## src/sv/accel_rep_counter_unit_macros.svh

```systemverilog
// Assertion macros shared by the rep counter RTL.
`ifndef ACCEL_REP_COUNTER_UNIT_MACROS_SVH
`define ACCEL_REP_COUNTER_UNIT_MACROS_SVH

// Same-cycle implication, checked outside reset.
`define ARC_ASSERT_NOW(label, clk, rst_n, ante, cons) \
    label: assert property (@(posedge clk) disable iff (!rst_n) (ante) |-> (cons)) \
        else $error("arc assertion failed: same-cycle check");

// Next-cycle implication, checked outside reset.
`define ARC_ASSERT_NEXT(label, clk, rst_n, ante, cons) \
    label: assert property (@(posedge clk) disable iff (!rst_n) (ante) |=> (cons)) \
        else $error("arc assertion failed: next-cycle check");

`endif

```

## src/sv/arc_pkg.sv

```systemverilog
// Types and constants for the repetition counter.
package arc_pkg;

    typedef enum logic [1:0] {
        PH_IDLE = 2'd0,
        PH_DOWN = 2'd1,
        PH_UP   = 2'd2
    } t_phase;

    typedef logic signed [31:0] t_thr;

    localparam int unsigned CFG_IDX_W  = 2;
    localparam int unsigned CFG_DATA_W = 16;
    localparam int unsigned TIME_W     = 32;
    localparam int unsigned MODE_W     = 2;
    localparam int unsigned GAP_W      = 16;

    localparam logic [CFG_IDX_W-1:0] CFG_MODE = 2'd0;
    localparam logic [CFG_IDX_W-1:0] CFG_GAP  = 2'd1;

    localparam logic [MODE_W-1:0] MODE_BENCH    = 2'd0;
    localparam logic [MODE_W-1:0] MODE_SHOULDER = 2'd1;
    localparam logic [MODE_W-1:0] MODE_CURL     = 2'd2;

    localparam logic [MODE_W-1:0] MODE_RESET = MODE_BENCH;
    localparam logic [GAP_W-1:0]  GAP_RESET  = 16'd1000;

    // Low-pass coefficient, 0.2 in Q0.16
    localparam logic signed [14:0] FILT_COEF = 15'sd13107;

    // Thresholds in Q.20 g
    localparam t_thr MY_LO    = 32'sd943718;
    localparam t_thr MY_HI    = 32'sd1205862;
    localparam t_thr MY_FIN   = 32'sd1101005;
    localparam t_thr SHLDR_LO    = 32'sd996147;
    localparam t_thr SHLDR_HI    = 32'sd1258291;
    localparam t_thr SHLDR_FIN   = 32'sd1153434;
    localparam t_thr CURL_UP     = 32'sd524288;
    localparam t_thr CURL_DOWN   = -32'sd314573;
    localparam t_thr CURL_FIN    = 32'sd209715;

endpackage

```

## src/sv/accel_rep_counter_unit.sv

```systemverilog
// The filter multiply and threshold compare fit one stage, between input and result registers.
// Throughput: one item per cycle unless the result stalls.
// A stalled result keeps the input register full and drops o_in_ready until the result drains.
// Reset (synchronous, active low): count, phase, last repetition time, filters cleared;
// exercise mode resets to bench, minimum gap to 1000 ms. No clearing pass.
`include "accel_rep_counter_unit_macros.svh"
module accel_rep_counter_unit
    import arc_pkg::*;
#(
    parameter int SAMPLE_WIDTH = 16,
    parameter int COUNT_WIDTH  = 16
) (
    input  logic                           i_clk,
    input  logic                           i_rst_n,
    input  logic                           i_in_valid,
    output logic                           o_in_ready,
    input  logic                           i_action,
    input  logic signed [SAMPLE_WIDTH-1:0] i_accel_sample,
    input  logic [TIME_W-1:0]              i_time_ms,
    output logic                           o_out_valid,
    input  logic                           i_out_ready,
    output logic [COUNT_WIDTH-1:0]         o_rep_count,
    output logic                           o_rep_done,
    output logic [1:0]                     o_phase,
    input  logic                           i_cfg_valid,
    output logic                           o_cfg_ready,
    input  logic [CFG_IDX_W-1:0]           i_cfg_index,
    input  logic [CFG_DATA_W-1:0]          i_cfg_data
);

    localparam int FILT_W = SAMPLE_WIDTH + 8;

    // Configuration
    logic [MODE_W-1:0] r_mode;
    logic [GAP_W-1:0]  r_min_gap;

    // Input register
    logic                           r_in_valid;
    logic                           r_in_action;
    logic signed [SAMPLE_WIDTH-1:0] r_in_sample;
    logic [TIME_W-1:0]              r_in_time;

    // Result register
    logic                   r_out_valid;
    logic [COUNT_WIDTH-1:0] r_out_count;
    logic                   r_out_done;
    t_phase                 r_out_phase;

    // Counter state
    t_phase                   r_phase, n_phase;
    logic [COUNT_WIDTH-1:0]   r_count, n_count;
    logic [TIME_W-1:0]        r_last, n_last;
    logic signed [FILT_W-1:0] r_z, n_z;
    logic signed [FILT_W-1:0] r_y, n_y;
    logic                     n_done;

    logic                     adv;
    logic signed [FILT_W-1:0] filt_sel;
    logic signed [FILT_W-1:0] filt_new;
    t_thr                     filt_ext;
    t_thr                     thr_lo, thr_hi, thr_fin;
    logic                     gap_ok;
    logic                     cnt_max;

    assign adv        = r_in_valid && (!r_out_valid || i_out_ready);
    assign o_in_ready = !r_in_valid || adv;
    assign o_cfg_ready = 1'b1;

    always_ff @(posedge i_clk) begin
        if (!i_rst_n) begin
            r_mode    <= MODE_RESET;
            r_min_gap <= GAP_RESET;
        end else if (i_cfg_valid) begin
            case (i_cfg_index)
                CFG_MODE: r_mode    <= i_cfg_data[MODE_W-1:0];
                CFG_GAP:  r_min_gap <= i_cfg_data[GAP_W-1:0];
                default: ;
            endcase
        end
    end

    always_ff @(posedge i_clk) begin
        if (!i_rst_n) begin
            r_in_valid <= 1'b0;
        end else if (o_in_ready) begin
            r_in_valid <= i_in_valid;
        end
    end

    always_ff @(posedge i_clk) begin
        if (o_in_ready && i_in_valid) begin
            r_in_action <= i_action;
            r_in_sample <= i_accel_sample;
            r_in_time   <= i_time_ms;
        end
    end

    // The z filter serves bench and shoulder press, the y filter curl
    assign filt_sel = (r_mode == MODE_CURL) ? r_y : r_z;

    arc_filter #(
        .SAMPLE_W (SAMPLE_WIDTH)
    ) u_filter (
        .i_sample (r_in_sample),
        .i_filt   (filt_sel),
        .o_filt   (filt_new)
    );

    assign filt_ext = t_thr'(filt_new);
    assign gap_ok   = (r_in_time - r_last) > TIME_W'(r_min_gap);
    assign cnt_max  = &r_count;

    always_comb begin
        case (r_mode)
            MODE_SHOULDER: begin
                thr_lo  = SHLDR_LO;
                thr_hi  = SHLDR_HI;
                thr_fin = SHLDR_FIN;
            end
            default: begin
                thr_lo  = MY_LO;
                thr_hi  = MY_HI;
                thr_fin = MY_FIN;
            end
        endcase
    end

    always_comb begin
        n_phase = r_phase;
        n_count = r_count;
        n_last  = r_last;
        n_z     = r_z;
        n_y     = r_y;
        n_done  = 1'b0;
        if (r_in_action) begin
            n_count = '0;
            n_phase = PH_IDLE;
        end else begin
            case (r_mode)
                MODE_BENCH, MODE_SHOULDER: begin
                    n_z = filt_new;
                    case (r_phase)
                        PH_DOWN: begin
                            if (filt_ext > thr_hi) n_phase = PH_UP;
                        end
                        PH_UP: begin
                            if (filt_ext > thr_fin) begin
                                n_done  = gap_ok;
                                n_phase = PH_IDLE;
                            end
                        end
                        default: begin
                            n_phase = (filt_ext < thr_lo) ? PH_DOWN : PH_IDLE;
                        end
                    endcase
                end
                MODE_CURL: begin
                    n_y = filt_new;
                    case (r_phase)
                        PH_UP: begin
                            if (filt_ext < CURL_DOWN) n_phase = PH_DOWN;
                        end
                        PH_DOWN: begin
                            if (filt_ext > CURL_FIN) begin
                                n_done  = gap_ok;
                                n_phase = PH_IDLE;
                            end
                        end
                        default: begin
                            n_phase = (filt_ext > CURL_UP) ? PH_UP : PH_IDLE;
                        end
                    endcase
                end
                default: ;
            endcase
            // Saturate the count, but still record the repetition time
            if (n_done) begin
                n_last = r_in_time;
                if (!cnt_max) n_count = r_count + 1'b1;
            end
        end
    end

    always_ff @(posedge i_clk) begin
        if (!i_rst_n) begin
            r_phase <= PH_IDLE;
            r_count <= '0;
            r_last  <= '0;
            r_z     <= '0;
            r_y     <= '0;
        end else if (adv) begin
            r_phase <= n_phase;
            r_count <= n_count;
            r_last  <= n_last;
            r_z     <= n_z;
            r_y     <= n_y;
        end
    end

    always_ff @(posedge i_clk) begin
        if (!i_rst_n) begin
            r_out_valid <= 1'b0;
        end else if (adv) begin
            r_out_valid <= 1'b1;
        end else if (i_out_ready) begin
            r_out_valid <= 1'b0;
        end
    end

    always_ff @(posedge i_clk) begin
        if (adv) begin
            r_out_count <= n_count;
            r_out_done  <= n_done;
            r_out_phase <= n_phase;
        end
    end

    assign o_out_valid = r_out_valid;
    assign o_rep_count = r_out_count;
    assign o_rep_done  = r_out_done;
    assign o_phase     = r_out_phase;

    `ARC_ASSERT_NOW(a_done_ends_idle, i_clk, i_rst_n, r_out_valid && r_out_done,
        r_out_phase == PH_IDLE)
    `ARC_ASSERT_NOW(a_done_count_nonzero, i_clk, i_rst_n, r_out_valid && r_out_done,
        r_out_count != '0)
    `ARC_ASSERT_NEXT(a_reset_action, i_clk, i_rst_n, adv && r_in_action,
        r_out_valid && r_count == '0 && r_phase == PH_IDLE)
    `ARC_ASSERT_NEXT(a_count_monotonic, i_clk, i_rst_n, adv && !r_in_action,
        r_count >= $past(r_count))

endmodule

```

## src/sv/arc_filter.sv

```systemverilog
// One-pole low-pass update: filt + ((sample<<8 - filt) * 13107) >>> 16, a gain of 0.2.
module arc_filter
    import arc_pkg::*;
#(
    parameter int SAMPLE_W = 16
) (
    input  logic signed [SAMPLE_W-1:0]   i_sample,
    input  logic signed [SAMPLE_W+7:0]   i_filt,
    output logic signed [SAMPLE_W+7:0]   o_filt
);

    localparam int FILT_W = SAMPLE_W + 8;
    localparam int DIFF_W = FILT_W + 1;
    localparam int PROD_W = FILT_W + 16;

    logic signed [DIFF_W-1:0] diff;
    logic signed [PROD_W-1:0] prod;
    logic signed [FILT_W-1:0] step;

    assign diff = DIFF_W'($signed({i_sample, 8'h00})) - DIFF_W'(i_filt);
    assign prod = PROD_W'(diff) * PROD_W'(FILT_COEF);
    // Drop 16 fraction bits: floor of the scaled difference
    assign step = $signed(prod[PROD_W-1:16]);
    assign o_filt = i_filt + step;

endmodule
```

## config.mk

```make
export PLATFORM = sky130hd
export DESIGN_NAME = accel_rep_counter_unit
export DESIGN_NICKNAME = d
export VERILOG_FILES = /design/src/sv/arc_pkg.sv /design/src/sv/accel_rep_counter_unit.sv /design/src/sv/arc_filter.sv
export VERILOG_INCLUDE_DIRS = /design/src /design/src/sv
export SDC_FILE = /design/constraint.sdc
export NUM_CORES = 1
export LEC_CHECK = 0
export BUFFER_PORTS_ARGS = -buffer_cell sky130_fd_sc_hd__buf_2
export CAP_MARGIN = 20
export CORE_MARGIN = 3
export CORE_UTILIZATION = 69
export CTS_CLUSTER_DIAMETER = 200
export DETAILED_ROUTE_END_ITERATION = 7
export PLACE_DENSITY = 0.93
export SETUP_SLACK_MARGIN = 0.02
export SYNTH_ARGS = -nofsm -noshare
export SYNTH_HDL_FRONTEND = slang
export SYNTH_HIERARCHICAL = 1
export SYNTH_SLANG_ARGS = --single-unit
```

## constraint.sdc

```tcl
create_clock -name i_clk -period 30.3 [get_ports i_clk]
set_clock_uncertainty 0.2 [all_clocks]
set_input_delay 1.515 -clock i_clk [delete_from_list [all_inputs] [get_ports i_clk]]
set_output_delay 1.515 -clock i_clk [all_outputs]
set_load 0.005 [all_outputs]
```

==> results.json <==
{
  "critical-path-max-stage-delay_ns": 0.79,
  "num_vias": 17800,
  "die_area_sq_um": 30500,
  "met1_length_mm": 20.2,
  "layout-drive-gt1-share": 0.0733,
  "cp_common_cell": "ha_1",
  "io_pins": 94,
  "setup_violations": 0,
  "topRoutingLayerUsed": "met4",
  "r2r_end": "o_rep_count[13]",
  "drv_cap": 0,
  "synth-main-ff-cell": "dfxtp_1",
  "cts_resized": 0,
  "fmax_mhz": 67.9,
  "wirelength_mm": 51.2,
  "slowest_stage": "and2_1",
  "clock_latency_ns": 0.45,
  "r2r.worst_path.cells": 50,
  "die_w_um": 175,
  "row_count": 61,
  "fp.dieH_um": 175,
  "rsz0062_at_grt": "no",
  "clk_pin_slew_ns": 0.07,
  "yosys_warnings": 6,
  "htree_levels": 4,
  "fin_nets": 2851,
  "numPortBuffers": 92,
  "synthesis.area_sq_um": 19600,
  "tns_ns": 0,
  "wl_met3_mm": 3.56,
  "finalHoldViolCount": 0,
  "syn_inst": 2396,
  "n_fill_cell": 2003,
  "gp_congestion": 0.967,
  "ys_seq_area_frac": 0.225,
  "post_cts_buffers": 0,
  "startpoint_type": "register",
  "grt_pass1_wl_mm": 84.7,
  "cts.sinks": 186,
  "yosys.cell_types.count": 106,
  "cts.path.max_buffers": 2,
  "tightest_slew_ns": 1.05,
  "min_to": "r_y[13]",
  "ant_nets": 0,
  "grt_pass1_vias": 17600,
  "overflow": 0,
  "holdPathStages": 2,
  "dpl.hpwl_mm": 39.6,
  "grt_max_degree": 68,
  "reg2reg_slack_ns": 15.58,
  "mostFrequentLayoutCells": "338 x inv_1, 308 x nand2_1, 240 x ha_1",
  "first_pass_iters": 8,
  "synth.net_count": 2817,
  "dp_cells": 2788,
  "synth_edf_count": 68,
  "start_util": 0.703,
  "first_iter_violations": 1904,
  "r2r-start": "r_mode[1]",
  "period_needed_ns": 14.72,
  "multiInputGateArea_sq_um": 13500,
  "stdcell_count": 2821,
  "fin_crit_sh": 0.486,
  "grt.total_usage": 0.335,
  "async_flop_share": 0,
  "maxSlewHeadroom": 0.302,
  "core_area_sq_um": 27900,
  "final_common_cell": "inv_1",
  "path_class": "register to register",
  "worstHoldStart": "r_y[13]",
  "slew_violations": 0,
  "num_antenna_cells": 0,
  "wl_per_cell_um": 18.1,
  "ys_seq_elements": 186,
  "area_delta_synth_final_pct": 6.24,
  "cts-root-buf": "clkbuf_16",
  "crit_required_ns": 30.29,
  "viasPerCell": 6.29,
  "antenna_found_initial": 0,
  "status": "finished clean",
  "dr_wl_met2_mm": 25.0,
  "post_synth.cell_area_avg_sq_um": 8.18,
  "hp-class": "register to register",
  "final-seq-area_sq_um": 4400,
  "numCtsBuffers": 17,
  "drc_errors": 0,
  "cts_hold_buf": 0,
  "cts_tree": "built",
  "crit_path_end_kind": "register",
  "cp.arrival_ns": 14.72,
  "crit_fanout": 28
}
## how the worst max path moves through the flow
| stage | start | end | slack, ns | cells after the start |
|---|---|---|---|---|
| floorplan | r_mode[0] | o_rep_count[2] | 17.95 | 54 |
| CTS | r_mode[1] | r_count[15] | 15.64 | 50 |
| global placement | r_mode[1] | r_count[15] | 16.33 | 49 |
| detailed placement | r_mode[1] | r_count[15] | 15.84 | 50 |
| finish | r_mode[1] | o_rep_count[13] | 15.58 | 50 |
| global route | r_mode[1] | o_rep_count[13] | 14.68 | 50 |
## logic make-up after synthesis
kind of cell,synth area share
simple gates,0.178
compound gates,0.190
buf+inv,0.0846
fa+ha+maj,0.265
flops,0.225
xor+xnor,0.0547
mux,0.00306
other cells,0.000191
## Yosys cell counts, types with 24 or more instances
master / n / area share
nand2_1: 308 / 0.059
inv_1: 338 / 0.065
a21o_1: 49 / 0.019
a31oi_1: 32 / 0.010
fa_1: 109 / 0.11
ha_1: 240 / 0.15
dfxtp_1: 118 / 0.12
nor3_1: 33 / 0.0084
xnor2_1: 67 / 0.030
nor2_1: 127 / 0.024
a21oi_1: 208 / 0.053
nand4_1: 42 / 0.013
clkbuf_1: 52 / 0.010
o21a_1: 24 / 0.0092
xor2_1: 51 / 0.023
o21ai_0: 95 / 0.024
edfxtp_1: 68 / 0.10
nand3_1: 72 / 0.018
## metrics by stage
stage	hold WS (ns)	area [sq um]	utilization	setup WS (ns)
floorplan	0.236	19600	-	17.95
global placement	0.241	20200	0.725	16.33
detailed placement	0.247	20200	0.725	15.84
CTS	0.256	20800	0.746	15.64
global route	0.272	20800	0.747	14.68
finish	0.256	20800	0.747	15.58
## flip-flops by register name (all words and copies together) (netlist names), 2 cells and up
| name | flops |
|---|---|
| r_phase | 2 |
| r_in_sample | 16 |
| r_count | 16 |
| r_z | 24 |
| r_last | 32 |
| r_mode | 2 |
| r_min_gap | 16 |
| r_y | 24 |
| o_rep_count | 16 |
| o_phase | 2 |
| r_in_time | 32 |
## layout make-up
class	count	area share
clock buffers	18	0.0211
flip-flops and latches	186	0.212
multi-input cells	1785	0.650
inverters	341	0.0615
clock inverters	14	0.00721
repair buffers	99	0.0256
well taps	378	0.0227
## routing by layer
metal  vias to the layer above  GRT usage
met5                         -          0
met4                         0      0.155
met3                       186     0.0426
met2                       875      0.583
met1                      8359      0.414
li1                       8330          -
## critical path, delay by kind of cell (launching register included)
family / cells / cell delay, ns
AOI/OAI and AO/OA: 21 / 5.37
xor gates and xnor gates: 3 / 0.63
adders and majority gates: 9 / 3.47
buffers and inverters: 4 / 0.49
DFF: 1 / 0.55
and+or+nand+nor: 13 / 3.75
Power is left out: the tool's default activity adds up to more than one toggle a clock period on the data nets, which glitch-free logic cannot reach.
